$ cat src/hdl/fti_pkg.sv
// Shared types and constants of the escape-time fractal iterator.
// Holds the sequencer state type, mode codes and register indexes.
// No dependencies.
`timescale 1ns / 1ps
`default_nettype none

package fti_pkg;

	// Sequencer states of the iteration core
	typedef enum logic [2:0] {
		ST_IDLE,
		ST_SQ_RE,
		ST_SQ_IM,
		ST_CROSS,
		ST_UPDATE,
		ST_DONE
	} fti_state_t;

	// Fractal mode codes; the fourth code runs as Mandelbrot
	localparam int unsigned MODE_W = 2;
	localparam logic [MODE_W-1:0] MODE_MANDEL = 2'd0;
	localparam logic [MODE_W-1:0] MODE_JULIA  = 2'd1;
	localparam logic [MODE_W-1:0] MODE_SHIP   = 2'd2;

	// Register indexes on the configuration port
	localparam int unsigned REG_IDX_W = 2;
	localparam logic [REG_IDX_W-1:0] REG_MODE       = 2'd0;
	localparam logic [REG_IDX_W-1:0] REG_LIMIT      = 2'd1;
	localparam logic [REG_IDX_W-1:0] REG_JULIA_REAL = 2'd2;
	localparam logic [REG_IDX_W-1:0] REG_JULIA_IMAG = 2'd3;

endpackage

`default_nettype wire

$ cat src/hdl/fti_regs.sv
// APB-style configuration register file of the fractal iterator.
// Depends on fti_pkg for register indexes and mode width.
`timescale 1ns / 1ps
`default_nettype none

module fti_regs
	import fti_pkg::*;
#(
	parameter int COORD_WIDTH = 32,
	parameter int COUNT_WIDTH = 16,
	parameter int DATA_WIDTH  = 32,
	parameter int ADDR_WIDTH  = 4
) (
	input  wire logic                          clk,
	input  wire logic                          arst_n,
	input  wire logic                          psel,
	input  wire logic                          penable,
	input  wire logic                          pwrite,
	input  wire logic [ADDR_WIDTH-1:0]         paddr,
	input  wire logic [DATA_WIDTH-1:0]         pwdata,
	output logic      [DATA_WIDTH-1:0]         prdata,
	output logic                               pready,
	output logic      [MODE_W-1:0]             mode_q,
	output logic      [COUNT_WIDTH-1:0]        limit_q,
	output logic signed [COORD_WIDTH-1:0]      julia_real_q,
	output logic signed [COORD_WIDTH-1:0]      julia_imag_q
);

	// register index sits just above the byte offset
	localparam int unsigned IDX_LSB = ADDR_WIDTH - REG_IDX_W;

	logic [REG_IDX_W-1:0] idx;
	logic                 wr_en;

	assign idx    = paddr[ADDR_WIDTH-1:IDX_LSB];
	assign pready = 1'b1;
	assign wr_en  = psel && penable && pwrite && pready;

	always_ff @(posedge clk or negedge arst_n) begin
		if (!arst_n) begin
			mode_q       <= MODE_MANDEL;
			limit_q      <= COUNT_WIDTH'(64);
			julia_real_q <= '0;
			julia_imag_q <= '0;
		end else if (wr_en) begin
			unique case (idx)
				REG_MODE:       mode_q       <= pwdata[MODE_W-1:0];
				REG_LIMIT:      limit_q      <= pwdata[COUNT_WIDTH-1:0];
				REG_JULIA_REAL: julia_real_q <= pwdata[COORD_WIDTH-1:0];
				REG_JULIA_IMAG: julia_imag_q <= pwdata[COORD_WIDTH-1:0];
			endcase
		end
	end

	always_comb begin
		prdata = '0;
		unique case (idx)
			REG_MODE:       prdata[MODE_W-1:0]      = mode_q;
			REG_LIMIT:      prdata[COUNT_WIDTH-1:0] = limit_q;
			REG_JULIA_REAL: prdata[COORD_WIDTH-1:0] = julia_real_q;
			REG_JULIA_IMAG: prdata[COORD_WIDTH-1:0] = julia_imag_q;
		endcase
	end

endmodule

`default_nettype wire

$ cat src/hdl/fti_mul.sv
// Shared signed multiplier of the fractal iterator, full-width product, registered.
// No package dependencies.
`timescale 1ns / 1ps
`default_nettype none

module fti_mul #(
	parameter int COORD_WIDTH = 32
) (
	input  wire logic                          clk,
	input  wire logic signed [COORD_WIDTH-1:0] op_a,
	input  wire logic signed [COORD_WIDTH-1:0] op_b,
	output logic signed [2*COORD_WIDTH-1:0]    prod_q
);

	always_ff @(posedge clk) begin
		prod_q <= op_a * op_b;
	end

endmodule

`default_nettype wire

$ cat src/hdl/fti_core.sv
// Iteration core: sequencer, z registers, escape test and update around one multiplier.
// Depends on fti_pkg (states, mode codes) and instantiates fti_mul.
`timescale 1ns / 1ps
`default_nettype none

module fti_core
	import fti_pkg::*;
#(
	parameter int COORD_WIDTH   = 32,
	parameter int FRACTION_BITS = 28,
	parameter int COUNT_WIDTH   = 16
) (
	input  wire logic                          clk,
	input  wire logic                          arst_n,
	input  wire logic [MODE_W-1:0]             mode,
	input  wire logic [COUNT_WIDTH-1:0]        limit,
	input  wire logic signed [COORD_WIDTH-1:0] julia_real,
	input  wire logic signed [COORD_WIDTH-1:0] julia_imag,
	input  wire logic                          in_valid,
	output logic                               in_ready,
	input  wire logic signed [COORD_WIDTH-1:0] in_x,
	input  wire logic signed [COORD_WIDTH-1:0] in_y,
	output logic                               out_valid,
	input  wire logic                          out_ready,
	output logic [COUNT_WIDTH-1:0]             out_count
);

	localparam int W  = COORD_WIDTH;
	localparam int PW = 2 * W;
	// extended width for update sums, one spare bit for abs
	localparam int EW = PW + 2;
	// magnitude width must also hold the threshold 4 << 2F
	localparam int SW = (PW + 1 > 2 * FRACTION_BITS + 3) ? PW + 1 : 2 * FRACTION_BITS + 3;
	localparam logic [SW-1:0] THRESH = {{(SW-1){1'b0}}, 1'b1} << (2 * FRACTION_BITS + 2);
	localparam logic signed [EW-1:0] SAT_MAX = {{(EW-W+1){1'b0}}, {(W-1){1'b1}}};
	localparam logic signed [EW-1:0] SAT_MIN = ~SAT_MAX;

	fti_state_t state_q, state_d;

	logic signed [W-1:0]  zr_q, zi_q, ar_q, ai_q;
	logic signed [PW-1:0] sr_q;
	logic signed [PW:0]   diff_q;
	logic                 ship_q;
	logic [COUNT_WIDTH-1:0] count_q;
	logic [COUNT_WIDTH-1:0] count_inc;
	logic                 out_valid_q;
	logic [COUNT_WIDTH-1:0] res_q;

	logic signed [W-1:0]  op_a, op_b;
	logic signed [PW-1:0] prod_q;

	logic                 in_fire, res_load, escape;
	logic [SW-1:0]        mag;
	logic signed [PW:0]   diff_w;
	logic signed [EW-1:0] diff_x, cr_x, sh_r, sh_i, ar_x, ai_x, nr_w, ni_w;
	logic signed [W-1:0]  zr_next, zi_next;

	function automatic logic signed [W-1:0] sat_abs(input logic signed [EW-1:0] v,
			input logic take_abs);
		logic signed [EW-1:0] a;
		a = (take_abs && v[EW-1]) ? -v : v;
		if (a > SAT_MAX)
			return SAT_MAX[W-1:0];
		else if (a < SAT_MIN)
			return SAT_MIN[W-1:0];
		else
			return a[W-1:0];
	endfunction

	fti_mul #(.COORD_WIDTH(W)) u_mul (
		.clk    (clk),
		.op_a   (op_a),
		.op_b   (op_b),
		.prod_q (prod_q)
	);

	// operand select for the shared multiplier
	always_comb begin
		unique case (state_q)
			ST_SQ_RE: begin
				op_a = zr_q;
				op_b = zr_q;
			end
			ST_SQ_IM: begin
				op_a = zi_q;
				op_b = zi_q;
			end
			default: begin
				op_a = zr_q;
				op_b = zi_q;
			end
		endcase
	end

	// escape test: sr_q holds zr^2, prod_q holds zi^2 in ST_CROSS
	assign mag    = {{(SW-PW){1'b0}}, sr_q} + {{(SW-PW){1'b0}}, prod_q};
	assign escape = (mag >= THRESH);

	// zr^2 - zi^2 is formed in ST_CROSS and held for the update
	assign diff_w  = {sr_q[PW-1], sr_q} - {prod_q[PW-1], prod_q};

	// update: prod_q holds zr*zi in ST_UPDATE
	assign diff_x  = {diff_q[PW], diff_q};
	assign cr_x    = {{(EW-PW){prod_q[PW-1]}}, prod_q};
	assign sh_r    = diff_x >>> FRACTION_BITS;
	assign sh_i    = cr_x >>> (FRACTION_BITS - 1);
	assign ar_x    = {{(EW-W){ar_q[W-1]}}, ar_q};
	assign ai_x    = {{(EW-W){ai_q[W-1]}}, ai_q};
	assign nr_w    = sh_r + ar_x;
	assign ni_w    = sh_i + ai_x;
	assign zr_next = sat_abs(nr_w, ship_q);
	assign zi_next = sat_abs(ni_w, ship_q);
	assign count_inc = count_q + 1'b1;

	assign in_ready  = (state_q == ST_IDLE);
	assign in_fire   = in_valid && in_ready;
	assign out_valid = out_valid_q;
	assign out_count = res_q;

	always_ff @(posedge clk or negedge arst_n) begin
		if (!arst_n)
			state_q <= ST_IDLE;
		else
			state_q <= state_d;
	end

	always_comb begin
		state_d  = state_q;
		res_load = 1'b0;
		unique case (state_q)
			ST_IDLE: begin
				if (in_fire)
					state_d = (limit == '0) ? ST_DONE : ST_SQ_RE;
			end
			ST_SQ_RE:  state_d = ST_SQ_IM;
			ST_SQ_IM:  state_d = ST_CROSS;
			ST_CROSS:  state_d = escape ? ST_DONE : ST_UPDATE;
			ST_UPDATE: state_d = (count_inc == limit) ? ST_DONE : ST_SQ_RE;
			ST_DONE: begin
				if (!out_valid_q || out_ready) begin
					res_load = 1'b1;
					state_d  = ST_IDLE;
				end
			end
			default: state_d = ST_IDLE;
		endcase
	end

	// datapath registers
	always_ff @(posedge clk) begin
		unique case (state_q)
			ST_IDLE: begin
				if (in_fire) begin
					count_q <= '0;
					ship_q  <= (mode == MODE_SHIP);
					if (mode == MODE_JULIA) begin
						// Julia starts from the swapped point
						zr_q <= in_y;
						zi_q <= in_x;
						ar_q <= julia_real;
						ai_q <= julia_imag;
					end else begin
						zr_q <= '0;
						zi_q <= '0;
						ar_q <= in_x;
						ai_q <= in_y;
					end
				end
			end
			ST_SQ_IM: sr_q <= prod_q;
			ST_CROSS: diff_q <= diff_w;
			ST_UPDATE: begin
				zr_q    <= zr_next;
				zi_q    <= zi_next;
				count_q <= count_inc;
			end
			default: ;
		endcase
		if (res_load)
			res_q <= count_q;
	end

	always_ff @(posedge clk or negedge arst_n) begin
		if (!arst_n)
			out_valid_q <= 1'b0;
		else if (res_load)
			out_valid_q <= 1'b1;
		else if (out_ready)
			out_valid_q <= 1'b0;
	end

	// count stays below the limit while iterating
	a_count_bound: assert property (@(posedge clk) disable iff (!arst_n)
		(state_q == ST_SQ_RE || state_q == ST_SQ_IM || state_q == ST_CROSS ||
		 state_q == ST_UPDATE) |-> (count_q < limit))
		else $error("iteration count reached limit while still iterating");

	// an accepted point either starts iterating or finishes at once
	a_start: assert property (@(posedge clk) disable iff (!arst_n)
		in_fire |=> (state_q == ST_SQ_RE || state_q == ST_DONE))
		else $error("bad state after point accept");

	// leaving the update for done only when the limit is hit
	a_limit_exit: assert property (@(posedge clk) disable iff (!arst_n)
		($past(state_q) == ST_UPDATE && state_q == ST_DONE) |-> (count_q == limit))
		else $error("finished from update without reaching limit");

	// a waiting result is never overwritten
	a_no_overwrite: assert property (@(posedge clk) disable iff (!arst_n)
		(state_q == ST_DONE && out_valid_q && !out_ready) |=> (state_q == ST_DONE))
		else $error("result register overwritten while full");

endmodule

`default_nettype wire

$ cat src/hdl/escape_time_fractal_iterator.sv
// Top level of the escape-time fractal iterator (Mandelbrot, Julia, Burning Ship).
// Depends on fti_pkg; instantiates fti_regs and fti_core (which holds fti_mul).
//
//   channel  | signals                                         | beat moves
//   ---------+-------------------------------------------------+---------------------------
//   point    | point_valid, point_ready, point_x, point_y      | one point, signed Q4.28
//   result   | result_valid, result_ready, iteration_count     | one escape-time count
//   config   | psel, penable, pwrite, paddr, pwdata, prdata    | one register write or read
//
// One shared multiplier forms zr^2, zi^2 and zr*zi in turn (ST_SQ_RE, ST_SQ_IM,
//   ST_CROSS, with the escape test in ST_CROSS), then ST_UPDATE applies the update.
//   A zero limit goes from accept straight to the done state without iterating.
// One point is in flight at a time; point_ready is high only when the core is idle.
// A finished count sits in the result register, so the next point is accepted while it
//   waits; the core holds in its done state if the previous count is still untaken.
// Reset (arst_n low) clears the sequencer and result valid and loads mode Mandelbrot,
//   limit 64 and a zero Julia constant. No memory, no clearing pass.
// Registers sit at byte address 4*i (8*i when the coordinate is wider than 32 bits):
//   fractal_mode, iteration_limit, julia_real, julia_imag. pready is always high.
`timescale 1ns / 1ps
`default_nettype none

module escape_time_fractal_iterator
	import fti_pkg::*;
#(
	parameter int COORD_WIDTH   = 32,
	parameter int FRACTION_BITS = 28,
	parameter int COUNT_WIDTH   = 16,
	parameter int DATA_WIDTH    = (COORD_WIDTH > 32) ? 64 : 32,
	parameter int ADDR_WIDTH    = (COORD_WIDTH > 32) ? 5 : 4
) (
	input  wire logic                          clk,
	input  wire logic                          arst_n,
	// configuration port
	input  wire logic                          psel,
	input  wire logic                          penable,
	input  wire logic                          pwrite,
	input  wire logic [ADDR_WIDTH-1:0]         paddr,
	input  wire logic [DATA_WIDTH-1:0]         pwdata,
	output logic      [DATA_WIDTH-1:0]         prdata,
	output logic                               pready,
	// point channel
	input  wire logic                          point_valid,
	output logic                               point_ready,
	input  wire logic signed [COORD_WIDTH-1:0] point_x,
	input  wire logic signed [COORD_WIDTH-1:0] point_y,
	// result channel
	output logic                               result_valid,
	input  wire logic                          result_ready,
	output logic [COUNT_WIDTH-1:0]             iteration_count
);

	logic [MODE_W-1:0]             mode_q;
	logic [COUNT_WIDTH-1:0]        limit_q;
	logic signed [COORD_WIDTH-1:0] julia_real_q;
	logic signed [COORD_WIDTH-1:0] julia_imag_q;

	// configuration registers; the user must write them only while the core is idle, this block does not enforce it
	fti_regs #(
		.COORD_WIDTH (COORD_WIDTH),
		.COUNT_WIDTH (COUNT_WIDTH),
		.DATA_WIDTH  (DATA_WIDTH),
		.ADDR_WIDTH  (ADDR_WIDTH)
	) u_regs (
		.clk          (clk),
		.arst_n       (arst_n),
		.psel         (psel),
		.penable      (penable),
		.pwrite       (pwrite),
		.paddr        (paddr),
		.pwdata       (pwdata),
		.prdata       (prdata),
		.pready       (pready),
		.mode_q       (mode_q),
		.limit_q      (limit_q),
		.julia_real_q (julia_real_q),
		.julia_imag_q (julia_imag_q)
	);

	// sequencer and datapath around the shared multiplier
	fti_core #(
		.COORD_WIDTH   (COORD_WIDTH),
		.FRACTION_BITS (FRACTION_BITS),
		.COUNT_WIDTH   (COUNT_WIDTH)
	) u_core (
		.clk        (clk),
		.arst_n     (arst_n),
		.mode       (mode_q),
		.limit      (limit_q),
		.julia_real (julia_real_q),
		.julia_imag (julia_imag_q),
		.in_valid   (point_valid),
		.in_ready   (point_ready),
		.in_x       (point_x),
		.in_y       (point_y),
		.out_valid  (result_valid),
		.out_ready  (result_ready),
		.out_count  (iteration_count)
	);

endmodule

`default_nettype wire

$ cat config.mk
export PLATFORM = sky130hd
export DESIGN_NAME = escape_time_fractal_iterator
export DESIGN_NICKNAME = d
export VERILOG_FILES = /design/src/hdl/fti_pkg.sv /design/src/hdl/fti_regs.sv /design/src/hdl/fti_mul.sv /design/src/hdl/fti_core.sv /design/src/hdl/escape_time_fractal_iterator.sv
export SDC_FILE = /design/constraint.sdc
export NUM_CORES = 2
export LEC_CHECK = 0
export BUFFER_PORTS_ARGS = -buffer_cell sky130_fd_sc_hd__buf_2
export CELL_PAD_IN_SITES_DETAIL_PLACEMENT = 1
export CELL_PAD_IN_SITES_GLOBAL_PLACEMENT = 1
export CORE_MARGIN = 4
export CORE_UTILIZATION = 55
export CTS_CLUSTER_SIZE = 8
export DETAILED_ROUTE_END_ITERATION = 12
export GPL_TIMING_DRIVEN = 0
export PLACE_DENSITY_LB_ADDON = 0.1
export SLEW_MARGIN = 20
export SYNTH_ARGS = -nofsm -noshare
export SYNTH_HDL_FRONTEND = slang
export SYNTH_SLANG_ARGS = --single-unit
$ cat constraint.sdc
create_clock -name clk -period 18.9 [get_ports clk]
set_input_delay 2.835 -clock clk [delete_from_list [all_inputs] [get_ports clk]]
set_output_delay 2.835 -clock clk [all_outputs]
set_load 0.05 [all_outputs]
Yosys cells after proc, flatten, opt, wreduce, memory -nomap -nowiden:

Cells that the tools add are included.

* output and inout bits: 51
* logic and storage cells: 92
* register bits after elaboration: 440
* latch bits: 0
* memories: 0
* input bits: 107
* memory bits (writable): 0
* ROM bits: 0

* $mul: 1
* shifts and indexed selects: 0
* mux-type cells: 31
* bitwise operators: 0
* add/sub/neg operators: 7
* reductions and logical operators: 19
* equality and inequality tests: 13
* div/mod/pow operators: 0
* order comparisons: 5

Operator list (number)
* two-way mux 32 bit: 12
* greater-than comparator 66 x 32 -> 1 bit (second input constant): 2
* less-than comparator 66 x 32 -> 1 bit (second input constant): 2
* two-way mux 66 bit: 2
* negation 66 bit: 2
* one-hot mux 32 bit (2 select lines): 2
* adder 37 x 32 -> 38 bit: 2
* adder 64 x 64 -> 65 bit: 1
* >= comparator 65 x 59 -> 1 bit (second input constant): 1
* subtractor 64 x 64 -> 65 bit: 1
* multiplier 32 x 32 -> 64 bit: 1
* one-hot mux 16 bit (2 select lines): 2
* one-hot mux 14 bit (3 select lines): 1
* one-hot mux 3 bit (6 select lines): 1
* adder 16 x 1 -> 16 bit (second input constant): 1
* equality test 16 bit: 1
* logical NOT 16 bit: 1
* two-way mux 16 bit: 1
* AND reduction 2 bit: 7
* two-way mux 3 bit: 4
* one-hot mux 2 bit (4 select lines): 1
* equality test 2 bit (second input constant): 3
* equality test 3 x 2 -> 1 bit (second input constant): 2
* equality test 3 bit (second input constant): 2
* 11 further kinds: 21

Logic depth before layout (Yosys ltp):

* depth after elaboration: 7
* depth in mapped cells: 36
* gate-level depth less buffers: 32

Hierarchy:

A second synthesis with hierarchy kept.

* cell total of the unflattened synthesis: 6867
* area total of the unflattened synthesis: 65242.6 um2

Modules (own cells, without submodules)
* fti_mul: cells an instance 4003, area an instance 37669.9 um2, sequential area each 1281.2 um2, times used 1
* fti_core: cells an instance 2613, area an instance 23709.0 um2, sequential area each 7967.6 um2, times used 1
* fti_regs: cells an instance 251, area an instance 3863.7 um2, sequential area each 2053.2 um2, times used 1

Worst setup path before layout:

OpenSTA, ideal clock, no wires.

* kind: reg2reg
* start: register u_core.state_q[2]
* end: register u_core.u_mul.prod_q[62]
* stages on the path, launching flop included: 35
* buffers on the path: 4
* path slack: 7.799 ns
* clock period less this slack: 11.101 ns
* setup time: 0.127 ns
* data required time: 18.773 ns
* arrival: 10.974 ns
* cell sequence: dfrtp_1 > nor2b_1 > nor2b_1 > clkbuf_1 > clkbuf_1 > buf_1 > mux2i_1 > clkbuf_1 > nor2_1 > fa_1 > fa_1 > inv_1 > fa_1 > inv_1 > fa_1 > fa_1 > fa_1 > fa_1 > inv_1 > fa_1 > inv_1 > ha_1 > and3_1 > nand3_1 > nor2_1 > and2_1 > a221o_1 > a221oi_1 > a31o_2 > o211ai_1 > a21oi_1 > nand4b_1 > a31oi_1 > o21ai_0 > xor2_1

* word-level cells in the longest chain between the ends: 3
* elaborated cells on any way between the ends: 5
* those cells by class: mul: 1; eq/ne: 2; mux: 2

Ends and longest elaborated chain
* from (decl): line fti_core.sv:38 `fti_state_t state_q, state_d;`
* from (signal assigned): line fti_core.sv:124 `state_q <= state_d;`
* equality test 3 x 2 -> 1 bit / equality test 3 x 1 -> 1 bit (equally long branches): line fti_core.sv:79 `unique case (state_q)`
* two-way mux 32 bit: line fti_core.sv:79
* multiplier 32 x 32 -> 64 bit *: line fti_mul.sv:16 `prod_q <= op_a * op_b;`
* to (signal assigned): line fti_mul.sv:16
* to (decl): line fti_mul.sv:12 `output logic signed [2*COORD_WIDTH-1:0] prod_q`

Every way passes the cells marked *; elsewhere a longest branch is shown, timed or not.
A chain may end at the register's enable or synchronous reset.

Worst setup path after layout:

* start: register u_core.state_q[0]
* end: register u_core.u_mul.prod_q[62]

The elaborated chain is that of the path after synthesis.

==> impl_metrics.tcl <==
set metrics [dict create \
    status "finished, final reports clean" \
    fin_worst_skew_ps 28.64 \
    drt_iter0_drc 5977 \
    wl_per_cell_um 30.95 \
    cts_hold_buf 0 \
    gr-total-overflow 0 \
    synthSimpleGateAreaFrac 0.1445 \
    slew_headroom 0.1482 \
    crit_buf_inv 8 \
    cap_violations 0 \
    mostFrequentLayoutCell "inv_1" \
    dieArea_um2 121500 \
    grt_use_total 0.4477 \
    grt_pass1_wl_um 396500 \
    cts_resized 0 \
    die_h_um 348.5 \
    hold_violations 0 \
    final_cell_mix "inv_1 (1205), fa_1 (1084), nand2_1 (881)" \
    hpwl_um 224300 \
    cts_setup_buffers 0 \
    cpLargestDelayFamily "adder cells" \
    place_congestion 1.036 \
    setup_viol 0 \
    worst_path_largest_cell_delay_ps 1000 \
    required_ps 19440 \
    dr.pass1.iters 6 \
    path_clk_slew_ps 60 \
    start_util 0.5562 \
    seq_area_um2 11300 \
    arrival_ps 14280 \
    endpoint_kind "register" \
    synth_top_family_by_area "adder cells" \
    layout.nets 8780 \
    synth_cells 6964 \
    whs_ps 463.9 \
    core_area_um2 114700 \
    clock_sinks 412 \
    muxShareOfSynthArea 0.04264 \
    tns_ps 0 \
    clock.fmax_mhz 72.78 \
    drt-total-wl_um 271400 \
    clk_latency_ps 650 \
    ys_ff_latch 412 \
    synth_cell_types 94 \
    synth_ff_type "edfxtp_1" \
    drc 0 \
    grt_max_degree 61 \
    fill_cells 13360 \
    synth_edf_count 262 \
    worst_path_most_repeated_cell "fa_1" \
    finalCritPeriodShare 0.7269 \
    synth_compound_area_frac 0.09706 \
    io_pins 158 \
    maxSlewViolCount 0 \
    multi_input_area_um2 46970 \
    yosys-top-cells-area "fa_1 (34%), edfxtp_1 (12%), ha_1 (7.6%)" \
    slowest_stage "clkbuf_1" \
    synth_fa_ha_area_frac 0.4169 \
    htree_levels 2 \
    cts_tree "done" \
    seq_area_frac_synth 0.1772 \
    yosysTopAreaCell "fa_1" \
    avgSynthCellArea_um2 9.157 \
    grt_pass1_vias 60830 \
    fin_cells 8768 \
    syn-num-nets 8545 \
    start_kind "register" \
    period_minus_slack_ps 13740 \
    syn_area_um2 63770 \
    synthToLayoutAreaGrowth_pct 7.730 \
    die-width_um 348.5 \
    critPathMaxFanout 10 \
    dpl.cell_count 8651 \
    rsz0062_at_grt "false" \
    antenna_found_initial 19 \
    synthXorXnorAreaFrac 0.03255 \
    worst_slew_pin_slew_ps 1278 \
    vias 55810 \
    worst-setup-path-type "register to register" \
    yosysTopAreaCellShare 0.3406 \
    vias_per_cell 6.365 \
    ant_nets 0 \
    port_buffers 152 \
    yosys_warnings 0 \
    cts_root_buffer "clkbuf_16" \
    clockBufferDepth 3 \
    rows 124 \
    drive_gt1_frac 0.07521 \
    numCtsBuffers 58 \
    hold_path_class "register to register" \
    synth_async_sr_flop_share 0.2087 \
]
-- through the flow --
stage	util	instance area, um2	setup slack [ps]
after detailed placement	0.5840	66950	5430
final	0.5992	68700	5161
after CTS	0.5988	68650	5389
after global placement	0.5793	66420	2577
after floorplan	-	63770	7799
after global routing	0.5991	68690	5023
-- cells by family after synthesis --
family | Yosys count
xor gates and xnor gates | 237
DFF | 412
adders and majority gates | 1474
and+or+nand+nor | 2157
AOI/OAI and AO/OA | 933
other | 1
muxes | 249
buffers and inverters | 1501
-- cell type report --
type                       count  share of cell area
inverter                    1207             0.06595
buffer                       294             0.01686
clock inverter                 5            0.001020
sequential                   412              0.1645
clock buffer                 102             0.02368
timing repair buffer         175             0.01632
antenna                       10           0.0003643
multi-input combinational   5051              0.6838
tap                         1512             0.02754
-- cell usage after synthesis, types with 8 or more instances --
cell	instances
nor2b_1	54
o211ai_1	33
nand2b_1	31
a2111oi_0	10
dfxtp_1	64
o21bai_1	51
mux2_2	160
nor4_1	52
nor3_1	79
a31oi_1	36
buf_1	20
a22oi_1	17
and2_1	24
a21oi_1	295
fa_1	1085
nand2_1	881
ha_1	389
nand4_1	44
a21boi_0	9
clkbuf_1	262
dfrtp_1	85
a22o_1	18
or4_1	8
edfxtp_1	262
o31ai_1	24
or3_1	15
xnor2_1	144
a21o_1	79
or2_2	18
o21ai_0	167
inv_1	1205
mux2i_1	86
a211oi_1	25
and4_1	9
nor2_1	813
xor2_1	93
nand3_1	69
o2111ai_1	9
o21a_1	37
o211ai_2	30
and3_1	27
-- worst paths after layout --
check / end / slack [ps] / depth (start not counted) / startpoint
min in group asynchronous: u_regs.julia_real_q[29] / 2140 / 1 / arst_n
max in group asynchronous: u_regs.limit_q[6] / 16010 / 2 / arst_n
max: u_core.u_mul.prod_q[62] / 5160 / 33 / u_core.state_q[0]
max reg2reg: u_core.u_mul.prod_q[62] / 5160 / 33 / u_core.state_q[0]
min: u_core.sr_q[18] / 460 / 0 / u_core.u_mul.prod_q[18]
min reg2reg: u_core.sr_q[18] / 460 / 0 / u_core.u_mul.prod_q[18]
-- metal layers --
metal / wire length (um) / GRT usage
met1: 99390 / 0.5580
met2: 119200 / 0.6864
met3: 30090 / 0.1281
met4: 22700 / 0.2916
met5: 57 / 0
-- worst register-to-register path: cells and delay by family, from the launching register on --
kind	cells	cell delay, ps
fa+ha+maj	9	4570
compound gates	7	2700
simple gates	7	1550
buf+inv	8	3250
flops	1	360
mux	1	970
xor+xnor	1	230
-- sequential cells by signal, indices dropped and copies added (netlist names) --
register             cells
u_core.count_q          16
u_core.sr_q             64
u_core.out_valid         1
u_regs.julia_real_q     32
u_regs.limit_q          16
u_core.out_count        16
u_core.ai_q             32
u_regs.julia_imag_q     32
u_core.ar_q             32
u_regs.mode_q            2
u_core.ship_q            1
u_core.diff_q           37
u_core.u_mul.prod_q     64
u_core.zr_q             32
u_core.state_q           3
u_core.zi_q             32
Power is not shown: default switching activity piles up to over one toggle a cycle in this logic, so the estimate is an artifact.
